[config.mk]
export PLATFORM = sky130hd
export DESIGN_NAME = synchronized_joint_setpoint_ramp_core
export DESIGN_NICKNAME = d
export VERILOG_FILES = /design/src/design/sjsr_pkg.sv /design/src/design/synchronized_joint_setpoint_ramp_core.sv /design/src/design/sjsr_ram.sv /design/src/design/sjsr_muldiv.sv
export SDC_FILE = /design/constraint.sdc
export NUM_CORES = 2
export LEC_CHECK = 0
export CORE_MARGIN = 2
export CORE_UTILIZATION = 30
export CTS_CLUSTER_SIZE = 12
export DETAILED_ROUTE_END_ITERATION = 6
export DONT_BUFFER_PORTS = 1
export GPL_TIMING_DRIVEN = 0
export PLACE_DENSITY_LB_ADDON = 0.2
export RECOVER_POWER = 100
export SYNTH_ARGS = -nofsm -noshare
export SYNTH_HDL_FRONTEND = slang
export SYNTH_SLANG_ARGS = --single-unit
[constraint.sdc]
create_clock -name clk -period 12.41 [get_ports clk]
set_input_delay 1.241 -clock clk [delete_from_list [all_inputs] [get_ports clk]]
set_output_delay 1.241 -clock clk [all_outputs]
set_load 0.02 [all_outputs]
[src/design/sjsr_pkg.sv]
// Shared types, widths and codes of the joint setpoint ramp.
`default_nettype none
package sjsr_pkg;

	localparam int JOINT_W     = 3;
	localparam int POS_W       = 32;
	localparam int GAP_W       = 33;
	localparam int SPD_W       = 25;
	localparam int CNT_W       = 4;
	localparam int FUNC_W      = 2;
	localparam int CFG_IDX_W   = 2;
	localparam int PROD_W      = SPD_W + GAP_W;
	localparam int IN_TDATA_W  = 40;
	localparam int OUT_TDATA_W = 40;

	localparam logic [SPD_W-1:0] MAX_SPEED_RST     = 25'd5033;
	localparam logic [SPD_W-1:0] DEFAULT_SPEED_RST = 25'd168;

	typedef enum logic [FUNC_W-1:0] {
		FUNC_TICK   = 2'd0,
		FUNC_TARGET = 2'd1,
		FUNC_START  = 2'd2
	} func_t;

	typedef enum logic [CFG_IDX_W-1:0] {
		CFG_MAX_SPEED     = 2'd0,
		CFG_DEFAULT_SPEED = 2'd1,
		CFG_JOINTS        = 2'd2
	} cfg_reg_t;

	// request to the shared multiply/divide unit
	typedef struct packed {
		logic             start;
		logic [SPD_W-1:0] speed;
		logic [GAP_W-1:0] gap;
		logic [GAP_W-1:0] largest;
	} md_req_t;

	typedef struct packed {
		logic             done;
		logic [SPD_W-1:0] quot;
	} md_rsp_t;

	function automatic logic [GAP_W-1:0] mag33(input logic [GAP_W-1:0] v);
		return v[GAP_W-1] ? (~v + 1'b1) : v;
	endfunction

endpackage
`default_nettype wire

[src/design/synchronized_joint_setpoint_ramp_core.sv]
// Synchronized joint setpoint ramp: one item in work at a time, s_axis_tready low meanwhile.
// Start loads and unused codes are taken in idle. Target element: setpoint store read
// (S_TG_RD), then target and gap written (S_TG_UPD). Closing element: gap check, then per
// active joint a step rescale (shift-add multiply, restoring divide in the shared unit).
// Tick: per active joint read, gap, update; the update waits while a pending result is not taken.
// Reset (arst_n low) resets control state; unwritten target/setpoint/step entries read zero.
`default_nettype none
module synchronized_joint_setpoint_ramp_core
	import sjsr_pkg::*;
#(
	parameter int NUM_JOINTS = 8
) (
	input  wire logic                   clk,
	input  wire logic                   arst_n,
	// configuration
	input  wire logic                   cfg_we,
	input  wire logic [CFG_IDX_W-1:0]   cfg_index,
	input  wire logic [SPD_W-1:0]       cfg_data,
	// input stream
	input  wire logic                   s_axis_tvalid,
	output logic                        s_axis_tready,
	input  wire logic [IN_TDATA_W-1:0]  s_axis_tdata,  // joint[2:0], position[34:3], zero
	input  wire logic [FUNC_W-1:0]      s_axis_tuser,  // func[1:0]
	input  wire logic                   s_axis_tlast,  // last_target
	// result stream
	output logic                        m_axis_tvalid,
	input  wire logic                   m_axis_tready,
	output logic      [OUT_TDATA_W-1:0] m_axis_tdata,  // out_joint[2:0], setpoint[34:3], zero
	output logic                        m_axis_tlast   // last
);

	localparam int IDX_W = (NUM_JOINTS > 1) ? $clog2(NUM_JOINTS) : 1;

	typedef enum logic [3:0] {
		S_IDLE, S_TK_RD, S_TK_DIF, S_TK_UPD, S_TG_RD, S_TG_UPD,
		S_CL_CHK, S_CL_RD, S_CL_RUN, S_CL_WAIT
	} state_t;

	state_t                 state_q;
	logic [CNT_W-1:0]       i_q;
	logic [CNT_W-1:0]       tc_q;
	logic [GAP_W-1:0]       lg_q;
	logic [SPD_W-1:0]       max_speed_q;
	logic [SPD_W-1:0]       default_speed_q;
	logic [CNT_W-1:0]       joints_in_use_q;
	logic [NUM_JOINTS-1:0]  tgt_vld_q;
	logic [NUM_JOINTS-1:0]  sp_vld_q;
	logic [NUM_JOINTS-1:0]  stp_vld_q;
	logic                   m_tvalid_q;

	logic [POS_W-1:0]       pos_q;
	logic                   last_q;
	logic [IDX_W-1:0]       rd_idx_q;
	logic [GAP_W-1:0]       d_q;
	logic [POS_W-1:0]       sp_s_q;
	logic [POS_W-1:0]       tg_s_q;
	logic [SPD_W-1:0]       stp_s_q;
	logic [OUT_TDATA_W-1:0] m_tdata_q;
	logic                   m_tlast_q;

	logic                   s_fire;
	logic [FUNC_W-1:0]      s_func;
	logic [JOINT_W-1:0]     s_joint;
	logic [POS_W-1:0]       s_pos;
	logic [CNT_W-1:0]       n_act;
	logic                   start_we;
	logic                   slot_free;
	logic                   upd_fire;
	logic                   i_last;
	logic [IDX_W-1:0]       rd_idx;
	logic [IDX_W-1:0]       wr_idx;

	logic [POS_W-1:0]       tg_rd;
	logic [POS_W-1:0]       sp_rd;
	logic [SPD_W-1:0]       stp_rd;
	logic [GAP_W-1:0]       gap_rd;
	logic [POS_W-1:0]       tg_e;
	logic [POS_W-1:0]       sp_e;
	logic [SPD_W-1:0]       stp_e;

	logic [GAP_W-1:0]       d_calc;
	logic [GAP_W-1:0]       d_mag;
	logic                   snap;
	logic [POS_W-1:0]       sp_new;
	logic [GAP_W-1:0]       g;
	logic [GAP_W-1:0]       g_mag;
	logic [GAP_W-1:0]       gap_mag_e;

	logic                   tgt_we;
	logic                   sp_we;
	logic                   stp_we;
	logic                   gap_we;
	logic [POS_W-1:0]       tgt_wdata;
	logic [POS_W-1:0]       sp_wdata;
	logic [SPD_W-1:0]       stp_wdata;

	md_req_t                md_req;
	md_rsp_t                md_rsp;

	assign s_axis_tready = (state_q == S_IDLE);
	assign s_fire        = s_axis_tvalid && s_axis_tready;
	assign s_func        = s_axis_tuser;
	assign s_joint       = s_axis_tdata[JOINT_W-1:0];
	assign s_pos         = s_axis_tdata[JOINT_W +: POS_W];

	assign n_act = (32'(joints_in_use_q) > NUM_JOINTS) ? CNT_W'(NUM_JOINTS) : joints_in_use_q;

	assign start_we  = s_fire && (s_func == FUNC_START) && ({1'b0, s_joint} < n_act);
	assign slot_free = !m_tvalid_q || m_axis_tready;
	assign upd_fire  = (state_q == S_TK_UPD) && slot_free;
	assign i_last    = ((i_q + 4'd1) == n_act);

	assign rd_idx = (state_q == S_TG_RD) ? IDX_W'(tc_q) : IDX_W'(i_q);
	assign wr_idx = start_we ? IDX_W'(s_joint) :
		(state_q == S_TG_UPD) ? IDX_W'(tc_q) : IDX_W'(i_q);

	// entries never written read as zero
	assign tg_e  = tgt_vld_q[rd_idx_q] ? tg_rd : '0;
	assign sp_e  = sp_vld_q[rd_idx_q] ? sp_rd : '0;
	assign stp_e = stp_vld_q[rd_idx_q] ? stp_rd : '0;

	// tick: setpoint minus target, then snap or one step toward the target
	assign d_calc = {sp_e[POS_W-1], sp_e} - {tg_e[POS_W-1], tg_e};
	assign d_mag  = mag33(d_q);
	assign snap   = (d_mag <= {{(GAP_W-SPD_W){1'b0}}, stp_s_q});
	assign sp_new = snap ? tg_s_q :
		d_q[GAP_W-1] ? (sp_s_q + {{(POS_W-SPD_W){1'b0}}, stp_s_q}) :
		(sp_s_q - {{(POS_W-SPD_W){1'b0}}, stp_s_q});

	// target element: gap against the current setpoint
	assign g     = {pos_q[POS_W-1], pos_q} - {sp_e[POS_W-1], sp_e};
	assign g_mag = mag33(g);

	// joints that got no target in this command have a zero gap
	assign gap_mag_e = (i_q < tc_q) ? mag33(gap_rd) : '0;

	assign md_req.start   = (state_q == S_CL_RUN);
	assign md_req.speed   = max_speed_q;
	assign md_req.gap     = gap_mag_e;
	assign md_req.largest = lg_q;

	assign tgt_we    = start_we || (state_q == S_TG_UPD);
	assign sp_we     = start_we || upd_fire;
	assign stp_we    = start_we || ((state_q == S_CL_WAIT) && md_rsp.done);
	assign gap_we    = (state_q == S_TG_UPD);
	assign tgt_wdata = start_we ? s_pos : pos_q;
	assign sp_wdata  = start_we ? s_pos : sp_new;
	assign stp_wdata = start_we ? default_speed_q : md_rsp.quot;

	sjsr_ram #(.WIDTH(POS_W), .DEPTH(NUM_JOINTS)) u_tgt_ram (
		.clk   (clk),
		.we    (tgt_we),
		.waddr (wr_idx),
		.wdata (tgt_wdata),
		.raddr (rd_idx),
		.rdata (tg_rd)
	);

	sjsr_ram #(.WIDTH(POS_W), .DEPTH(NUM_JOINTS)) u_sp_ram (
		.clk   (clk),
		.we    (sp_we),
		.waddr (wr_idx),
		.wdata (sp_wdata),
		.raddr (rd_idx),
		.rdata (sp_rd)
	);

	sjsr_ram #(.WIDTH(SPD_W), .DEPTH(NUM_JOINTS)) u_stp_ram (
		.clk   (clk),
		.we    (stp_we),
		.waddr (wr_idx),
		.wdata (stp_wdata),
		.raddr (rd_idx),
		.rdata (stp_rd)
	);

	sjsr_ram #(.WIDTH(GAP_W), .DEPTH(NUM_JOINTS)) u_gap_ram (
		.clk   (clk),
		.we    (gap_we),
		.waddr (wr_idx),
		.wdata (g),
		.raddr (rd_idx),
		.rdata (gap_rd)
	);

	sjsr_muldiv u_muldiv (
		.clk    (clk),
		.arst_n (arst_n),
		.req    (md_req),
		.rsp    (md_rsp)
	);

	always_ff @(posedge clk or negedge arst_n) begin
		if (!arst_n) begin
			state_q         <= S_IDLE;
			i_q             <= '0;
			tc_q            <= '0;
			lg_q            <= '0;
			max_speed_q     <= MAX_SPEED_RST;
			default_speed_q <= DEFAULT_SPEED_RST;
			joints_in_use_q <= '0;
			tgt_vld_q       <= '0;
			sp_vld_q        <= '0;
			stp_vld_q       <= '0;
			m_tvalid_q      <= 1'b0;
		end else begin
			if (cfg_we) begin
				unique case (cfg_index)
					CFG_MAX_SPEED:     max_speed_q     <= cfg_data;
					CFG_DEFAULT_SPEED: default_speed_q <= cfg_data;
					CFG_JOINTS:        joints_in_use_q <= cfg_data[CNT_W-1:0];
					default: ;
				endcase
			end

			if (upd_fire) begin
				m_tvalid_q <= 1'b1;
			end else if (m_axis_tready) begin
				m_tvalid_q <= 1'b0;
			end

			if (start_we) begin
				tgt_vld_q[wr_idx] <= 1'b1;
				sp_vld_q[wr_idx]  <= 1'b1;
				stp_vld_q[wr_idx] <= 1'b1;
			end

			unique case (state_q)
				S_IDLE: begin
					if (s_fire) begin
						unique case (s_func)
							FUNC_TICK: begin
								if (n_act != '0) begin
									i_q     <= '0;
									state_q <= S_TK_RD;
								end
							end
							FUNC_TARGET: begin
								if (tc_q < n_act) begin
									state_q <= S_TG_RD;
								end else if (s_axis_tlast) begin
									state_q <= S_CL_CHK;
								end
							end
							default: ;
						endcase
					end
				end
				S_TK_RD:  state_q <= S_TK_DIF;
				S_TK_DIF: state_q <= S_TK_UPD;
				S_TK_UPD: begin
					if (slot_free) begin
						sp_vld_q[wr_idx] <= 1'b1;
						if (i_last) begin
							state_q <= S_IDLE;
						end else begin
							i_q     <= i_q + 4'd1;
							state_q <= S_TK_RD;
						end
					end
				end
				S_TG_RD: state_q <= S_TG_UPD;
				S_TG_UPD: begin
					tgt_vld_q[wr_idx] <= 1'b1;
					if (g_mag > lg_q) begin
						lg_q <= g_mag;
					end
					tc_q    <= tc_q + 4'd1;
					state_q <= last_q ? S_CL_CHK : S_IDLE;
				end
				S_CL_CHK: begin
					// all gaps zero or no active joints: steps keep their values
					if ((lg_q == '0) || (n_act == '0)) begin
						tc_q    <= '0;
						lg_q    <= '0;
						state_q <= S_IDLE;
					end else begin
						i_q     <= '0;
						state_q <= S_CL_RD;
					end
				end
				S_CL_RD:  state_q <= S_CL_RUN;
				S_CL_RUN: state_q <= S_CL_WAIT;
				S_CL_WAIT: begin
					if (md_rsp.done) begin
						stp_vld_q[wr_idx] <= 1'b1;
						if (i_last) begin
							tc_q    <= '0;
							lg_q    <= '0;
							state_q <= S_IDLE;
						end else begin
							i_q     <= i_q + 4'd1;
							state_q <= S_CL_RD;
						end
					end
				end
				default: state_q <= S_IDLE;
			endcase
		end
	end

	always_ff @(posedge clk) begin
		if (s_fire) begin
			pos_q  <= s_pos;
			last_q <= s_axis_tlast;
		end
		rd_idx_q <= rd_idx;
		if (state_q == S_TK_DIF) begin
			d_q     <= d_calc;
			sp_s_q  <= sp_e;
			tg_s_q  <= tg_e;
			stp_s_q <= stp_e;
		end
		if (upd_fire) begin
			m_tdata_q <= {{(OUT_TDATA_W-JOINT_W-POS_W){1'b0}}, sp_new, i_q[JOINT_W-1:0]};
			m_tlast_q <= i_last;
		end
	end

	assign m_axis_tvalid = m_tvalid_q;
	assign m_axis_tdata  = m_tdata_q;
	assign m_axis_tlast  = m_tlast_q;

endmodule
`default_nettype wire

[src/design/sjsr_ram.sv]
// Generic single-write, single-read RAM with registered read data.
`default_nettype none
module sjsr_ram #(
	parameter int WIDTH = 32,
	parameter int DEPTH = 8
) (
	input  wire logic                                        clk,
	input  wire logic                                        we,
	input  wire logic [((DEPTH > 1) ? $clog2(DEPTH) : 1)-1:0] waddr,
	input  wire logic [WIDTH-1:0]                            wdata,
	input  wire logic [((DEPTH > 1) ? $clog2(DEPTH) : 1)-1:0] raddr,
	output logic      [WIDTH-1:0]                            rdata
);

	logic [WIDTH-1:0] mem_q [DEPTH];

	always_ff @(posedge clk) begin
		if (we) begin
			mem_q[waddr] <= wdata;
		end
		rdata <= mem_q[raddr];
	end

endmodule
`default_nettype wire

[src/design/sjsr_muldiv.sv]
// Shared shift-add multiplier and restoring divider: floor(speed * gap / largest).
`default_nettype none
module sjsr_muldiv
	import sjsr_pkg::*;
(
	input  wire logic    clk,
	input  wire logic    arst_n,
	input  wire md_req_t req,
	output md_rsp_t      rsp
);

	typedef enum logic [1:0] {MD_IDLE, MD_MUL, MD_DIV} md_state_t;

	localparam logic [4:0] STEP_LAST = 5'(SPD_W - 1);

	md_state_t         state_q;
	logic [4:0]        cnt_q;
	logic              done_q;
	logic [PROD_W-1:0] acc_q;
	logic [PROD_W-1:0] mcand_q;
	logic [SPD_W-1:0]  mplier_q;
	logic [GAP_W-1:0]  lg_q;

	logic [PROD_W-1:0] op_a;
	logic [PROD_W-1:0] op_b;
	logic              cin;
	logic [PROD_W-1:0] sum;
	logic              ge;

	// one adder serves both phases; in the divide phase it subtracts the divisor
	always_comb begin
		if (state_q == MD_DIV) begin
			op_a = {{(PROD_W-GAP_W-1){1'b0}}, acc_q[PROD_W-1:SPD_W-1]};
			op_b = ~{{(PROD_W-GAP_W){1'b0}}, lg_q};
			cin  = 1'b1;
		end else begin
			op_a = acc_q;
			op_b = mplier_q[0] ? mcand_q : '0;
			cin  = 1'b0;
		end
		sum = op_a + op_b + {{(PROD_W-1){1'b0}}, cin};
		ge  = ~sum[PROD_W-1];
	end

	always_ff @(posedge clk or negedge arst_n) begin
		if (!arst_n) begin
			state_q <= MD_IDLE;
			cnt_q   <= '0;
			done_q  <= 1'b0;
		end else begin
			done_q <= 1'b0;
			unique case (state_q)
				MD_IDLE: begin
					if (req.start) begin
						cnt_q   <= '0;
						state_q <= MD_MUL;
					end
				end
				MD_MUL: begin
					if (cnt_q == STEP_LAST) begin
						cnt_q   <= '0;
						state_q <= MD_DIV;
					end else begin
						cnt_q <= cnt_q + 5'd1;
					end
				end
				MD_DIV: begin
					if (cnt_q == STEP_LAST) begin
						done_q  <= 1'b1;
						state_q <= MD_IDLE;
					end else begin
						cnt_q <= cnt_q + 5'd1;
					end
				end
				default: state_q <= MD_IDLE;
			endcase
		end
	end

	// quotient < 2^25, so the high part starts below the divisor and the
	// quotient bits shift into the low end of the accumulator
	always_ff @(posedge clk) begin
		unique case (state_q)
			MD_IDLE: begin
				if (req.start) begin
					acc_q    <= '0;
					mcand_q  <= {{(PROD_W-GAP_W){1'b0}}, req.gap};
					mplier_q <= req.speed;
					lg_q     <= req.largest;
				end
			end
			MD_MUL: begin
				acc_q    <= sum;
				mcand_q  <= {mcand_q[PROD_W-2:0], 1'b0};
				mplier_q <= {1'b0, mplier_q[SPD_W-1:1]};
			end
			MD_DIV: begin
				acc_q <= {(ge ? sum[GAP_W-1:0] : acc_q[PROD_W-2:SPD_W-1]),
					acc_q[SPD_W-2:0], ge};
			end
			default: ;
		endcase
	end

	assign rsp.done = done_q;
	assign rsp.quot = acc_q[SPD_W-1:0];

endmodule
`default_nettype wire

==> impl_metrics.env <==
export IMPL_status="complete, but fails checks"
export IMPL_violations="max-capacitance violations, max-slew violations"
export IMPL_worst_pin_slew_ns=4.93
export IMPL_crit_type="flop to flop"
export IMPL_initial_core_util=0.301
export IMPL_dr_pass1_iters=5
export IMPL_area_growth_pct=13.7
export IMPL_hold_violations=0
export IMPL_port_buffers=0
export IMPL_grt_pass1_vias=46200
export IMPL_synth_seq_cells=1598
export IMPL_ys_warn_count=0
export IMPL_max_freq_mhz=99.6
export IMPL_clk_latency_ns=0.85
export IMPL_crit_slowest_cell="mux4_2"
export IMPL_holdBufCountCts=0
export IMPL_ir_drop_mv=0.111
export IMPL_setup_viol=0
export IMPL_p_per_area_nw_per_um2=135
export IMPL_rsz0062_at_grt="no"
export IMPL_fin_setup_tns_ns=0
export IMPL_fin_crit_sh=0.809
export IMPL_rows=182
export IMPL_startpoint_type="flop"
export IMPL_cts_root_buf="clkbuf_16"
export IMPL_ys_flop_type="edfxtp_1"
export IMPL_synth_adder_area_share=0.0402
export IMPL_viasPerCell=5.08
export IMPL_async_reset_ff_frac=0.0826
export IMPL_cts_sinks=1598
export IMPL_die_area_um2=250000
export IMPL_max_clock_path_buffers=3
export IMPL_max_stage_delay_ns=0.58
export IMPL_synth_compound_area_frac=0.0770
export IMPL_drive_gt1_frac=0.119
export IMPL_yosys_area_top_type_share=0.546
export IMPL_yosysSeqAreaShare=0.625
export IMPL_p_total_w=0.0113
export IMPL_synth_area_per_cell_um2=13.6
export IMPL_synth_edf_count=1341
export IMPL_synthMuxAreaShare=0.111
export IMPL_clk_pin_slew_ns=0.06
export IMPL_worst_setup_path_end_kind="flop"
export IMPL_gp_congestion=0.891
export IMPL_synthTopCellsByArea="edfxtp_1, mux4_2, nand2_1"
export IMPL_fin_nets=5961
export IMPL_yosysTopAreaCell="edfxtp_1"
export IMPL_grt_overflow=0
export IMPL_cts_buffers=181
export IMPL_io_pins=118
export IMPL_worstHoldPathType="input port to async pin"
export IMPL_synthXorXnorAreaFrac=0.0284
export IMPL_post_route_util=0.342
export IMPL_worst_ep_required_time_ns=13.16
export IMPL_cts_setup_buffers=0
export IMPL_vias=45900
export IMPL_grt_max_degree=133
export IMPL_htree_levels=4
export IMPL_final_cell_mix="edfxtp_1, nand2_1, clkbuf_1, o21ai_0, mux4_2"
export IMPL_hpwl_um=168000
export IMPL_core_area_um2=245000
export IMPL_die_y_um=500
export IMPL_arrival_ns=10.79
export IMPL_drt_iter0_drc=4160
export IMPL_ys_types=90
export IMPL_grt_pass1_wl_um=333000
export IMPL_cp_max_fo=17
export IMPL_p_leak_nw=28.3
export IMPL_synth_cells=5421
export IMPL_cts_tree="built"
export IMPL_skew_ns=0.0444
export IMPL_drv_slew=1107
export IMPL_max_slew_margin=-2.29
export IMPL_detail_route_antenna_nets=0
export IMPL_crit_path_frequent_cell="clkbuf_1"
export IMPL_syn_cell_area_um2=73700
export IMPL_drc=0
export IMPL_antenna_found_initial=17
export IMPL_layout_commonest_cell="edfxtp_1"
export IMPL_synth_top_family_by_area="multiplexers"
export IMPL_drt_wl_total_um=230000
export IMPL_grt_use_total=0.183
export IMPL_die_w_um=500
export IMPL_yosys_area_share_simple=0.0949
export IMPL_layout_min_cycle_time_ns=10.04
export IMPL_cap_violations=57
export IMPL_cts_resized=0
export IMPL_wl_per_cell_um=25.5
-- Yosys cell counts (all sizes together), types with 9 or more instances --
cell	count
nand2b	27
a21boi	17
nand2	887
edfxtp	1341
or4	14
o22ai	35
xnor2	146
o211ai	17
ha	229
or3	28
a211oi	16
nor2b	98
inv	201
nand3b	11
mux2	183
nand4	47
a22oi	25
nor3b	12
a21o	78
nor4	30
and2	45
dfstp	10
a22o	35
mux2i	40
and3	15
nor2	199
clkbuf	186
a31oi	26
dfxtp	125
xor2	93
nand3	41
mux4	250
o21a	36
o31ai	26
o21ai	259
o41ai	18
or2	27
a21oi	181
buf	53
o21bai	25
nor3	53
a2111oi	9
dfrtp	122
-- cell type report --
cell class	count	area [um2]
sequential	1598	46100
antenna	7	17.5
inverter	203	763
clock inverter	84	1010
multi-input combinational	3385	25800
fill	23900	161000
buffer	239	926
clock buffer	256	5010
tap	3220	4030
timing repair buffer	44	166
-- per-layer routing --
metal  GRT usage  part of all wire  vias up
met1       0.248              0.44    23600
met3      0.0247             0.049      282
met2       0.304              0.48     1230
met5           0                 0        -
met4      0.0529             0.031        0
li1            -                 -    20900
-- worst max-delay path, delay by kind of cell (launching register included) --
family / cells / cell delay, ns
flops: 1 / 0.30
simple gates: 5 / 1.00
buf+inv: 8 / 3.33
xor+xnor: 1 / 0.20
compound gates: 14 / 3.15
fa+ha+maj: 3 / 0.95
mux: 2 / 1.02
-- registers in the layout, indices dropped and copies added (netlist names), 25 cells and up --
register and flops:
u_muldiv.mplier_q 25, u_gap_ram.mem_q 264, stp_s_q 25, u_stp_ram.mem_q 200, u_muldiv.lg_q 33, m_axis_tdata 35
u_sp_ram.mem_q 256, pos_q 32, tg_s_q 32, u_sp_ram.rdata 32, d_q 33, u_tgt_ram.rdata 32
u_muldiv.mcand_q 58, max_speed_q 25, lg_q 33, u_stp_ram.rdata 25, u_tgt_ram.mem_q 256, u_gap_ram.rdata 33
u_muldiv.acc_q 58, sp_s_q 32, default_speed_q 25
-- cell families after synthesis --
| group | after synthesis |
|---|---|
| DFF | 1598 |
| and+or+nand+nor | 1552 |
| AOI/OAI and AO/OA | 882 |
| muxes | 473 |
| buffers and inverters | 442 |
| xor gates and xnor gates | 239 |
| adders and majority gates | 234 |
| other | 1 |
-- path summary, 6_finish.rpt --
path,start,end,slack [ns],cells past startpoint
setup / recovery,rd_idx_q[0],lg_q[30],2.37,33
setup reg to reg,rd_idx_q[0],lg_q[30],2.37,33
hold reg to reg,tgt_vld_q[6],tgt_vld_q[6],0.46,1
hold / removal,arst_n,max_speed_q[19],0.10,0
min in group clk,tgt_vld_q[6],tgt_vld_q[6],0.46,1
max in group asynchronous,arst_n,lg_q[30],12.03,0
-- where the power goes --
part | leakage, nW | switching, W | internal (W)
sequential | 13.1 | 0.0000168 | 0.00578
clock | 2.92 | 0.00229 | 0.00313
combinational | 12.3 | 0.0000268 | 0.0000453
-- stage by stage --
stage	instances	worst slack [ns]	area [um2]	hold slack (ns)
after floorplan	5425	5.05	73800	0.434
after global placement	8645	1.12	77800	0.447
after detailed placement	8687	2.40	79000	0.447
after CTS	9027	2.36	85000	0.0147
after global routing	9034	1.65	83800	0.0406
final	9036	2.37	83800	0.101
No activity file was read; power rests on OpenSTA's default activity.
